==> src/ta2d_pkg.sv <==
// package for the table atan2 unit: arctangent table, widths and angle constants
`default_nettype none
package ta2d_pkg;

  localparam int IN_W       = 16;
  localparam int MAG_W      = 17;
  localparam int ANGLE_W    = 8;
  localparam int OCT_W      = 6;
  localparam int QUAD_W     = 7;
  localparam int ATAN_STEPS = 64;
  localparam int ATAN_ENTRIES = ATAN_STEPS + 1;

  localparam logic [QUAD_W-1:0]  RIGHT_ANGLE    = QUAD_W'(90);
  localparam logic [ANGLE_W-1:0] STRAIGHT_ANGLE = ANGLE_W'(180);
  localparam logic [ANGLE_W-1:0] ANGLE_MAX      = ANGLE_W'(127);

  // first-octant arctangent in degrees, indexed by 64 * small / big
  localparam logic [OCT_W-1:0] ATAN_DEG [0:ATAN_ENTRIES-1] = '{
    6'd0,  6'd1,  6'd2,  6'd3,  6'd4,  6'd4,  6'd5,  6'd6,  6'd7,  6'd8,
    6'd9,  6'd10, 6'd11, 6'd11, 6'd12, 6'd13, 6'd14, 6'd15, 6'd16, 6'd17,
    6'd17, 6'd18, 6'd19, 6'd20, 6'd21, 6'd21, 6'd22, 6'd23, 6'd24, 6'd24,
    6'd25, 6'd26, 6'd27, 6'd27, 6'd28, 6'd29, 6'd29, 6'd30, 6'd31, 6'd31,
    6'd32, 6'd33, 6'd33, 6'd34, 6'd35, 6'd35, 6'd36, 6'd36, 6'd37, 6'd37,
    6'd38, 6'd39, 6'd39, 6'd40, 6'd40, 6'd41, 6'd41, 6'd42, 6'd42, 6'd43,
    6'd43, 6'd44, 6'd44, 6'd45, 6'd45
  };

  // per-item flags that ride along the pipeline
  typedef struct packed {
    logic neg_x;
    logic neg_y;
    logic swap;
    logic zero;
  } ang_flags_t;

endpackage
`default_nettype wire

==> src/table_atan2_degrees_unit.sv <==
// table atan2 unit: four-quadrant arctangent in whole degrees, fully pipelined
//
// usage: drive in_x_component and in_y_component and raise start for one
// cycle per item; a beat is taken at each rising edge with start high and
// busy low. busy is always low, so a new item may enter every cycle.
// results come out on out_angle_degrees with out_valid high for exactly one
// cycle, in the order the items went in; the receiver cannot hold them off.
// the pipeline is one magnitude stage, QW restoring divider stages (one per
// quotient bit, QW = clog2(TABLE_STEPS + 1), 7 at the default of 64), a
// table stage and a quadrant stage. throughput: one item per cycle.
// reset: rst_n is synchronous, active low; it clears all valid bits, so
// items in flight are dropped and no result appears until new items enter.
// there is no configuration and no state between items.
`default_nettype none
module table_atan2_degrees_unit
  import ta2d_pkg::*;
#(
  parameter int TABLE_STEPS = 64
) (
  input  wire logic                      clk,
  input  wire logic                      rst_n,
  input  wire logic                      start,
  output logic                           busy,
  input  wire logic signed [IN_W-1:0]    in_x_component,
  input  wire logic signed [IN_W-1:0]    in_y_component,
  output logic                           out_valid,
  output logic signed [ANGLE_W-1:0]      out_angle_degrees
);

  localparam int QW = $clog2(TABLE_STEPS + 1);
  localparam int NW = MAG_W + QW;

  // quotient to first-octant angle, built at elaboration
  logic [OCT_W-1:0] oct_map [0:TABLE_STEPS];

  for (genvar q = 0; q <= TABLE_STEPS; q++) begin : g_map
    localparam int IDX = (q * ATAN_STEPS) / TABLE_STEPS;
    assign oct_map[q] = ATAN_DEG[IDX];
  end

  assign busy = 1'b0;

  // magnitude and octant swap
  logic [MAG_W-1:0] mag_x, mag_y, small_mag, big_mag;
  logic [NW-1:0]    num_full;
  ang_flags_t       flags_in;

  always_comb begin
    flags_in.neg_x = in_x_component[IN_W-1];
    flags_in.neg_y = in_y_component[IN_W-1];
    mag_x = flags_in.neg_x ? (MAG_W'(1) << IN_W) - MAG_W'(unsigned'(in_x_component))
                           : MAG_W'(unsigned'(in_x_component));
    mag_y = flags_in.neg_y ? (MAG_W'(1) << IN_W) - MAG_W'(unsigned'(in_y_component))
                           : MAG_W'(unsigned'(in_y_component));
    flags_in.swap = mag_x < mag_y;
    flags_in.zero = (mag_x == '0) && (mag_y == '0);
    small_mag = flags_in.swap ? mag_x : mag_y;
    big_mag   = flags_in.swap ? mag_y : mag_x;
    num_full  = NW'(small_mag) * NW'(TABLE_STEPS);
  end

  // divider pipeline, entry s holds the item before quotient bit QW-1-s
  logic             vld_r   [0:QW];
  ang_flags_t       flg_r   [0:QW];
  logic [MAG_W-1:0] big_r   [0:QW];
  logic [MAG_W-1:0] rem_r   [0:QW];
  logic [QW-1:0]    lo_r    [0:QW];
  logic [QW-1:0]    quo_r   [0:QW];

  always_ff @(posedge clk) begin
    if (!rst_n) begin
      vld_r[0] <= 1'b0;
    end else begin
      vld_r[0] <= start && !busy;
    end
    flg_r[0] <= flags_in;
    big_r[0] <= big_mag;
    rem_r[0] <= num_full[NW-1:QW];
    lo_r[0]  <= num_full[QW-1:0];
    quo_r[0] <= '0;
  end

  for (genvar s = 0; s < QW; s++) begin : g_div
    logic [MAG_W:0]   shifted;
    logic             take;
    logic [MAG_W-1:0] rem_nxt;
    logic [QW-1:0]    quo_nxt;

    always_comb begin
      shifted = {rem_r[s], lo_r[s][QW-1-s]};
      take    = shifted >= {1'b0, big_r[s]};
      rem_nxt = take ? MAG_W'(shifted - {1'b0, big_r[s]}) : MAG_W'(shifted);
      quo_nxt = {quo_r[s][QW-2:0], take};
    end

    always_ff @(posedge clk) begin
      if (!rst_n) begin
        vld_r[s+1] <= 1'b0;
      end else begin
        vld_r[s+1] <= vld_r[s];
      end
      flg_r[s+1] <= flg_r[s];
      big_r[s+1] <= big_r[s];
      rem_r[s+1] <= rem_nxt;
      lo_r[s+1]  <= lo_r[s];
      quo_r[s+1] <= quo_nxt;
    end
  end

  // table stage
  logic              tab_vld_r;
  ang_flags_t        tab_flg_r;
  logic [QUAD_W-1:0] tab_ang_r, tab_ang_nxt;
  logic [OCT_W-1:0]  oct_ang;

  always_comb begin
    oct_ang     = oct_map[quo_r[QW]];
    tab_ang_nxt = flg_r[QW].swap ? RIGHT_ANGLE - QUAD_W'(oct_ang) : QUAD_W'(oct_ang);
  end

  always_ff @(posedge clk) begin
    if (!rst_n) begin
      tab_vld_r <= 1'b0;
    end else begin
      tab_vld_r <= vld_r[QW];
    end
    tab_flg_r <= flg_r[QW];
    tab_ang_r <= tab_ang_nxt;
  end

  // quadrant stage: left half-plane reflect with saturation, then sign; a zero input gives 0
  logic                     out_valid_r;
  logic [ANGLE_W-1:0]       out_ang_r, out_ang_nxt;
  logic [ANGLE_W-1:0]       refl, half;

  always_comb begin
    refl = STRAIGHT_ANGLE - ANGLE_W'(tab_ang_r);
    if (tab_flg_r.neg_x) begin
      half = (refl > ANGLE_MAX) ? ANGLE_MAX : refl;
    end else begin
      half = ANGLE_W'(tab_ang_r);
    end
    if (tab_flg_r.zero) begin
      out_ang_nxt = '0;
    end else if (tab_flg_r.neg_y) begin
      out_ang_nxt = ANGLE_W'(0) - half;
    end else begin
      out_ang_nxt = half;
    end
  end

  always_ff @(posedge clk) begin
    if (!rst_n) begin
      out_valid_r <= 1'b0;
    end else begin
      out_valid_r <= tab_vld_r;
    end
    out_ang_r <= out_ang_nxt;
  end

  assign out_valid         = out_valid_r;
  assign out_angle_degrees = signed'(out_ang_r);

endmodule
`default_nettype wire
==> config.mk <==
export PLATFORM = sky130hd
export DESIGN_NAME = table_atan2_degrees_unit
export DESIGN_NICKNAME = d
export VERILOG_FILES = /design/src/ta2d_pkg.sv /design/src/table_atan2_degrees_unit.sv
export SDC_FILE = /design/constraint.sdc
export NUM_CORES = 1
export LEC_CHECK = 0
export BUFFER_PORTS_ARGS = -buffer_cell sky130_fd_sc_hd__buf_2
export CORE_MARGIN = 3
export CORE_UTILIZATION = 60
export CTS_BUF_LIST = sky130_fd_sc_hd__clkbuf_8 sky130_fd_sc_hd__clkbuf_16
export DETAILED_ROUTE_END_ITERATION = 6
export GPL_ROUTABILITY_DRIVEN = 1
export GPL_TIMING_DRIVEN = 0
export HOLD_SLACK_MARGIN = 0.03
export PLACE_DENSITY = 0.77
export SYNTH_ARGS = -nofsm -noshare
export SYNTH_HDL_FRONTEND = slang
export SYNTH_SLANG_ARGS = --single-unit
==> constraint.sdc <==
create_clock -name clk -period 4.85 [get_ports clk]
set_clock_uncertainty 0.2 [all_clocks]
set_input_delay 0.7275 -clock clk [delete_from_list [all_inputs] [get_ports clk]]
set_output_delay 0.7275 -clock clk [all_outputs]
set_load 0.02 [all_outputs]
Word level (Yosys, flattened, before mapping) --
Memories as Yosys holds them, arrays and structs flattened. A register that Yosys moved wholly into a read port is not among the register bits. Index checks and enable logic that the tools add are counted.
Word-level totals: output and inout port bits 10, ROM bits 768, memories kept 7, bits in registers 19, logic and storage cells 76, RAM bits 424, input bits 35
Operators by class: add/sub/neg operators 12, bitwise operators 9, magnitude comparators 10, mux-type cells 27, reductions and logical operators 4
Memories:
- (no name shown) | words 128, bits a word 6, rd ports 1, clocked after memory_dff 0, wr ports 0, RTL line table_atan2_degrees_unit.sv:117 | oct_ang = oct_map[quo_r[QW]];
- big_r | words 8, bits a word 17, rd ports 7, clocked after memory_dff 0, wr ports 8, RTL line table_atan2_degrees_unit.sv:65 | logic [MAG_W-1:0] big_r [0:QW];
- rem_r | words 8, bits a word 17, rd ports 7, clocked after memory_dff 0, wr ports 8, RTL line table_atan2_degrees_unit.sv:66 | logic [MAG_W-1:0] rem_r [0:QW];
- lo_r | words 8, bits a word 7, rd ports 7, clocked after memory_dff 0, wr ports 8, RTL line table_atan2_degrees_unit.sv:67 | logic [QW-1:0] lo_r [0:QW];
- quo_r | words 8, bits a word 7, rd ports 8, clocked after memory_dff 0, wr ports 8, RTL line table_atan2_degrees_unit.sv:68 | logic [QW-1:0] quo_r [0:QW];
- flg_r | words 8, bits a word 4, rd ports 8, clocked after memory_dff 0, wr ports 8, RTL line table_atan2_degrees_unit.sv:64 | ang_flags_t flg_r [0:QW];
- +1 memories
Operator list (count):
- 17-bit 2-to-1 mux | 11
- 18-bit by 17-bit greater-or-equal comparator with 1-bit output | 7
- 17-bit subtractor | 7
- 17-bit zero test | 2
- 17-bit by 16-bit subtractor with 17-bit output (first input constant) | 2
- 8-bit 2-to-1 mux | 3
- 6-bit 2-to-1 mux | 3
- 17-bit < comparator | 1
- 1-bit 2-to-1 mux | 10
- 8-bit greater-or-equal comparator (second input constant) | 1
- 8-bit by 7-bit > comparator with 1-bit output (second input constant) | 1
- 7-bit inverter with 8-bit output | 1
- 1-bit bitwise OR | 8
- 1-bit by 8-bit subtractor with 8-bit output (first input constant) | 1
- 8-bit by 7-bit subtractor with 8-bit output (first input constant) | 1
- 7-bit by 6-bit subtractor with 7-bit output (first input constant) | 1
- 1-bit logical AND | 1
- 1-bit zero test | 1

Depth between registers and ports, before layout --
Gate-level depths: netlist (run 1). An unclocked memory read counts as a cell.
word-level depth 7, mapped depth 17, gate-level depth less buffers 15

Worst setup path before layout (run 1) --
OpenSTA, ideal clock, no wires.
kind input-to-reg, start in in_x_component[0], end mem big_r[0][0], cell stages on the path 15, data required time 4.576 ns, setup time 0.074 ns, slack 0.450 ns, path buffers 2, data arrival time 4.126 ns, cell sequence inv_1 ha_1 or4b_1 or4_4 nand2_1 xor2_1 inv_1 ha_1 nand4_1 o31a_1 o21ai_0 a221o_1 clkbuf_1 clkbuf_1 mux2i_1
RTL lines:
- from (decl) | RTL line table_atan2_degrees_unit.sv:24 | input wire logic signed [IN_W-1:0] in_x_component,
- to (decl) | RTL line table_atan2_degrees_unit.sv:65

==> metrics.cfg, run 1 <==
[setup_path]
crit_chain=buf_2 > inv_1 > ha_1 > or4b_1 > or4_4 > nand2_1 > xor2_1 > inv_1 > ha_1 > nand4_1 > nor2_1 > a211oi_1 > o31a_1 > o21ai_0 > a221o_1 > clkbuf_1 > clkbuf_2 > mux2i_1
criticalPathCategory=input pin to flip-flop
cp_max_fo=10
crit_path_top_delay_cell=or4b_1
cp.depth=18
critical-path-top-delay-family=simple AND/OR/NAND/NOR gates
end_kind=flip-flop
start_kind=input pin
reg2reg_depth=10
crit_buf_inv=5
required_ns=5.05
cp.arrival_ns=4.73
max_stage_delay_ns=0.47

[power_and_ir_drop]
netSwitchingPower_mw=4.97
ir_drop_mv=0.454
internal_power_mw=8.44
pwr-share-clk_pct=20.6
swShare_pct=37.1
finalPower_mw=13.4
p_seq_share_pct=30.2
p_leak_nw=8.22
power_density_mw_per_mm2=756
pwr-share-comb_pct=49.2

[sta]
tns_ns=0
setup_viol=0
fin_ws_ns=0.320
rsz0062_at_grt=false
worst_pin_slew_ns=1.05
hold_viol=0
timing.slew.headroom_pct=30.2
period_minus_slack_ns=4.53
fmax_ghz=0.221
post-route-period-util_pct=93.4
slew_violations=0

[layout]
final_cell_mix=326 x dfxtp_1, 185 x inv_1, 144 x ha_1, 106 x a21oi_1, 94 x nor2_1
multi_input_area_mm2=0.00851
drive_above_1_share_pct=11.0
fin_cells=2090
nFillCells=1990
final_area_mm2=0.0177
area_growth_pct=11.8
nNetsFinal=1920
layout_commonest_cell=dfxtp_1
ff_latch_area_mm2=0.00653
antenna_cells=0

[grt]
grt_start_max_net_pins=16
overflow=0
grt_pass1_vias=11500
gr-usage-all-layers_pct=21.8
met2_usage_pct=39.7
met3_usage_pct=2.97
use_met1_pct=24.3
top_usage_layer=met2
grt_pass1_wl_um=52000
antenna_found_initial=0

[floorplanning]
die_area_mm2=0.0285
io_pins=45
core_mm2=0.0256
dieHeight_um=169
fp-row-count=58
die_w_um=169
initial_core_util_pct=62.0

[synthesis]
netlist.area_leader.share_pct=41.1
ys_ff_latch=326
syn_inst=1655
yosysTopAreaCell=dfxtp_1
synth_area_mm2=0.0159
synth.distinct_cells=74
synth.area.top_cells=dfxtp_1 41%, ha_1 11%, mux2_2 5.3%
syn_area_per_cell_um2=9.59
synthFlopType=dfxtp_1
async_flop_share_pct=0
seq_area_frac_synth_pct=41.1
synth-edff-count=0
yosysWarnings=0

[placement]
dpl_worst_slack_ns=-0.456
dp_hpwl_um=23900
dp_cells=2028
place_area_mm2=0.0165
routabilityCongestion=0.928
numPortBuffers=40

[clocking]
tritoncts=done
cts_setup_buffers=0
cts-root-buf=clkbuf_16
cts_resized=0
ctsHoldBuffers=0
cts_made_buffers=35
cts_max_level=2
clkTransAtPathRegs_ns=0.06
clockBufferDepth=3
insertion_delay_ns=0.50
cts_sinks=326

[routing]
ant_nets=0
drtPass1Iterations=5
drc=0
routed_wl_um=31500
wl_per_cell_um=15.1
drtIter0Drc=639
vias_per_cell=5.64
vias=11800

[min_path]
hold_class=flip-flop to flip-flop
hold_depth=0

[job]
maxCapViolations=0

[outcome]
status=finished clean

-- flip-flops by register name (all words and copies together) (netlist names) --
name / flops
out_angle_degrees: 8
rem_r: 118
tab_vld_r: 1
tab_flg_r: 3
vld_r: 8
quo_r: 28
flg_r: 32
lo_r: 1
tab_ang_r: 7
big_r: 119
out_valid: 1
-- worst reg2reg max path, stage by stage, from the launching register on --
cell and delay, ns:
dfxtp_1 0.30, inv_1 0.05, ha_1 0.24, fa_1 0.43, nor2b_1 0.18, o31a_1 0.23, o32a_1 0.27, a31oi_1 0.18
a21oi_1 0.86, buf_2 0.43, mux2_2 0.38
-- through the flow --
stage / utilization, % / hold WS [ns]
finish: 69.3 / 0.125
global route: 69.3 / 0.131
CTS: 69.3 / 0.124
detailed placement: 64.4 / 0.112
global placement: 64.4 / 0.110
floorplan: - / 0.110
-- Yosys cell counts, drive strengths merged (11+ instances only) --
cell type,number
nand3,29
nor2,94
a21oi,106
mux2i,53
xnor2,54
ha,144
and2,20
a21o,35
o21a,22
nand4,13
xor2,57
and3,13
inv,180
clkbuf,29
o31ai,12
o21ai,55
nand3b,11
nand2,72
a211oi,18
nor2b,19
dfxtp,326
a31oi,13
mux2,75
nand2b,18
nor3,22
-- power by group through the flow --
stage	clock (mW)	combinational (mW)	sequential, mW
floorplan	0	5.26	3.98
global placement	0	6.30	4.08
detailed placement	0	6.46	4.10
CTS	2.82	6.57	4.05
global route	2.92	7.34	4.15
finish	2.77	6.60	4.05
-- final timing paths --
check               startpoint      endpoint  slack, ns
max reg2reg         lo_r[0][6]  rem_r[1][14]       0.98
max          in_x_component[0]  rem_r[0][12]       0.32
min reg2reg        quo_r[0][7]  quo_r[0][15]       0.13
min                quo_r[0][7]  quo_r[0][15]       0.13
-- logic make-up (layout without fill, tap and decap cells) --
group / Yosys count / in the layout / synth area share, %
buffers and inverters: 219 / 321 / 5.36
AOI/OAI and AO/OA: 357 / 357 / 14.8
and+or+nand+nor: 362 / 362 / 11.8
DFF: 326 / 326 / 41.1
other: 2 / 5 / 0.0473
muxes: 128 / 128 / 8.66
adders and majority gates: 150 / 150 / 12.1
xor gates and xnor gates: 111 / 111 / 6.12
-- layout make-up --
cell class                      instances  share of cell area, %
Multi-Input combinational cell       1113                   48.0
Timing Repair Buffer                   40                   1.13
Inverter                              180                   3.81
Clock inverter                         20                   1.37
Clock buffer                           42                   5.61
Buffer                                 39                   1.01
Sequential cell                       326                   36.8
Tap cell                              330                   2.33
-- metal layers --
metal | wire length [um] | share of wire (%)
met4 | 1940 | 6.1
met5 | 0 | 0
met1 | 13100 | 41
met3 | 1070 | 3.4
met2 | 15400 | 49
(Power assumes the default switching activity.)
==> run 2: changes to the inputs <==
==> constraint.sdc (replaced) <==
create_clock -name clk -period 4.85 [get_ports clk]
set_clock_uncertainty 0.2 [all_clocks]
set_input_delay 0.2425 -clock clk [delete_from_list [all_inputs] [get_ports clk]]
set_output_delay 0.2425 -clock clk [all_outputs]
set_load 0.05 [all_outputs]
==> metrics.cfg, run 2 (synthesis results as in run 1) <==
[outcome]
status=finished clean

[placement]
numPortBuffers=40  ; unchanged
place_area_mm2=0.0165  ; unchanged
dp_hpwl_um=23900  ; unchanged
routabilityCongestion=0.928  ; unchanged

[clocking]
insertion_delay_ns=0.50  ; about the same
clkTransAtPathRegs_ns=0.06  ; about the same
cts-root-buf=clkbuf_16
tritoncts=done
clockBufferDepth=3  ; unchanged
cts_max_level=2  ; unchanged
cts_made_buffers=35  ; unchanged
cts_sinks=326  ; unchanged

[sta]
fmax_ghz=0.217  ; -1.7%
post-route-period-util_pct=95.0  ; +1.6 points
tns_ns=0  ; unchanged
setup_viol=0  ; unchanged
hold-worst-slack_ns=0.0583  ; -0.0672 ns
hold_viol=0  ; unchanged
period_minus_slack_ns=4.61  ; +0.0793 ns
rsz0062_at_grt=false
slew_violations=0  ; unchanged
worst_pin_slew_ns=1.07  ; +0.0190 ns
timing.slew.headroom_pct=28.9  ; -1.3 points

[routing]
drc=0  ; unchanged
ant_nets=0  ; unchanged
drtIter0Drc=590  ; -7.7%
vias_per_cell=5.62  ; -0.24%
vias=12000  ; +2.1%
routed_wl_um=32300  ; +2.6%
drtPass1Iterations=5  ; unchanged
wl_per_cell_um=15.1  ; +0.31%

[layout]
final_area_mm2=0.0182  ; +2.7%
regMostFlops=big_r
drive_above_1_share_pct=11.1  ; +0.039 points
area_growth_pct=14.7
top_regs=big_r (119), rem_r (118), flg_r (32)
largest_register_ff_count=119  ; unchanged
antenna_cells=0  ; unchanged
layout_commonest_cell=dfxtp_1
final_cell_mix=326 x dfxtp_1, 185 x inv_1, 144 x ha_1, 106 x a21oi_1, 94 x nor2_1
nNetsFinal=1968  ; +2.5%
nFillCells=1931  ; -3.0%

[setup_path]
cp_max_fo=10  ; unchanged
required_ns=5.03  ; -0.02 ns
cp.arrival_ns=4.79  ; +0.06 ns
reg2reg_depth=10  ; unchanged
start_kind=input pin
end_kind=flip-flop
criticalPathCategory=input pin to flip-flop

[floorplanning]
die_area_mm2=0.0285  ; unchanged
dieHeight_um=169  ; unchanged
core_mm2=0.0256  ; unchanged
fp-row-count=58  ; unchanged
io_pins=45  ; unchanged
initial_core_util_pct=62.0  ; unchanged
die_w_um=169  ; unchanged

[power_and_ir_drop]
power_density_mw_per_mm2=744  ; -1.6%
finalPower_mw=13.6  ; +0.98%
ir_drop_mv=0.454  ; -0.13%
p_leak_nw=8.43  ; +2.5%

[job]
maxCapViolations=0  ; unchanged

[grt]
antenna_found_initial=0  ; unchanged
grt_pass1_vias=11800  ; +2.6%
grt_pass1_wl_um=53300  ; +2.5%
met2_usage_pct=40.7  ; +0.94 points
top_usage_layer=met2
grt_start_max_net_pins=16  ; unchanged
use_met1_pct=24.8  ; +0.56 points
overflow=0  ; unchanged
gr-usage-all-layers_pct=22.3  ; +0.49 points
met3_usage_pct=3.04  ; +0.070 points

[min_path]
hold_class=input pin to flip-flop
hold_depth=5  ; +5

-- run 2: changes by cell type in the layout (fill, tap and decap cells not counted), sizes merged --
cell,delta
buf,+5
dlygate4sd3,+43
-- run 2: final cells by class --
cell class / count / area, um2 / share of cell area, %
Multi-Input combinational cell: 1113 / 8520 / 46.8
Sequential cell: 326 / 6530 / 35.8
Clock buffer: 42 / 995 / 5.46
Inverter: 180 / 676 / 3.71
Timing Repair Buffer: 88 / 668 / 3.67
Tap cell: 330 / 413 / 2.27
Clock inverter: 20 / 244 / 1.34
Buffer: 39 / 179 / 0.982
-- run 2: worst paths after layout --
path / startpoint / to / slack [ns]
worst max-delay path: in_y_component[0] / rem_r[0][3] / 0.24
worst min-delay path: in_x_component[0] / flg_r[0][0] / 0.06
worst min register to register: flg_r[0][8] / flg_r[0][12] / 0.13
worst max register to register: lo_r[0][6] / rem_r[1][14] / 0.97
-- run 2: report_power, final --
part	leakage (nW)	internal (mW)	total [mW]	switching, mW
sequential	2.74	3.59	4.05	0.462
clock	0.620	1.73	2.77	1.04
combinational	5.07	3.16	6.73	3.57
-- run 2: stage by stage --
| stage | instances | utilization, % | setup slack [ns] |
|---|---|---|---|
| after CTS | 2133 | 70.9 | 0.0155 |
| after global placement | 2028 | 64.4 | 0.0668 |
| final | 2138 | 71.1 | 0.241 |
| after global routing | 2138 | 71.1 | 0.0136 |
| after detailed placement | 2028 | 64.4 | 0.0287 |
| after floorplan | 1658 | - | 0.935 |
-- run 2: routing by layer --
metal | part of all wire, % | vias up
li1 | - | 6045
met1 | 41 | 5556
met2 | 49 | 296
met3 | 3.7 | 125
met4 | 6.1 | 0
met5 | 0 | -
-- run 2: what timing repair did --
item / in CTS / in global routing
endpoints found under the setup margin: 0 / 8
hold endpoints to repair: 43 / 0
resized for setup: 0 / 7
hold buffers: 43 / 0
buffers inserted: 0 / 5
-- run 2: critical path: stages --
cell and delay, ns:
dlygate4sd3_1 0.54, buf_2 0.15, nor3_1 0.45, nand3_1 0.27
o31ai_1 0.31, xor2_1 0.42, ha_1 0.34, a21o_1 0.16
a21oi_1 0.13, o21ai_0 0.09, a221o_1 0.35, clkbuf_1 0.22
clkbuf_2 0.31, mux2i_1 0.18, dlygate4sd3_1 0.59
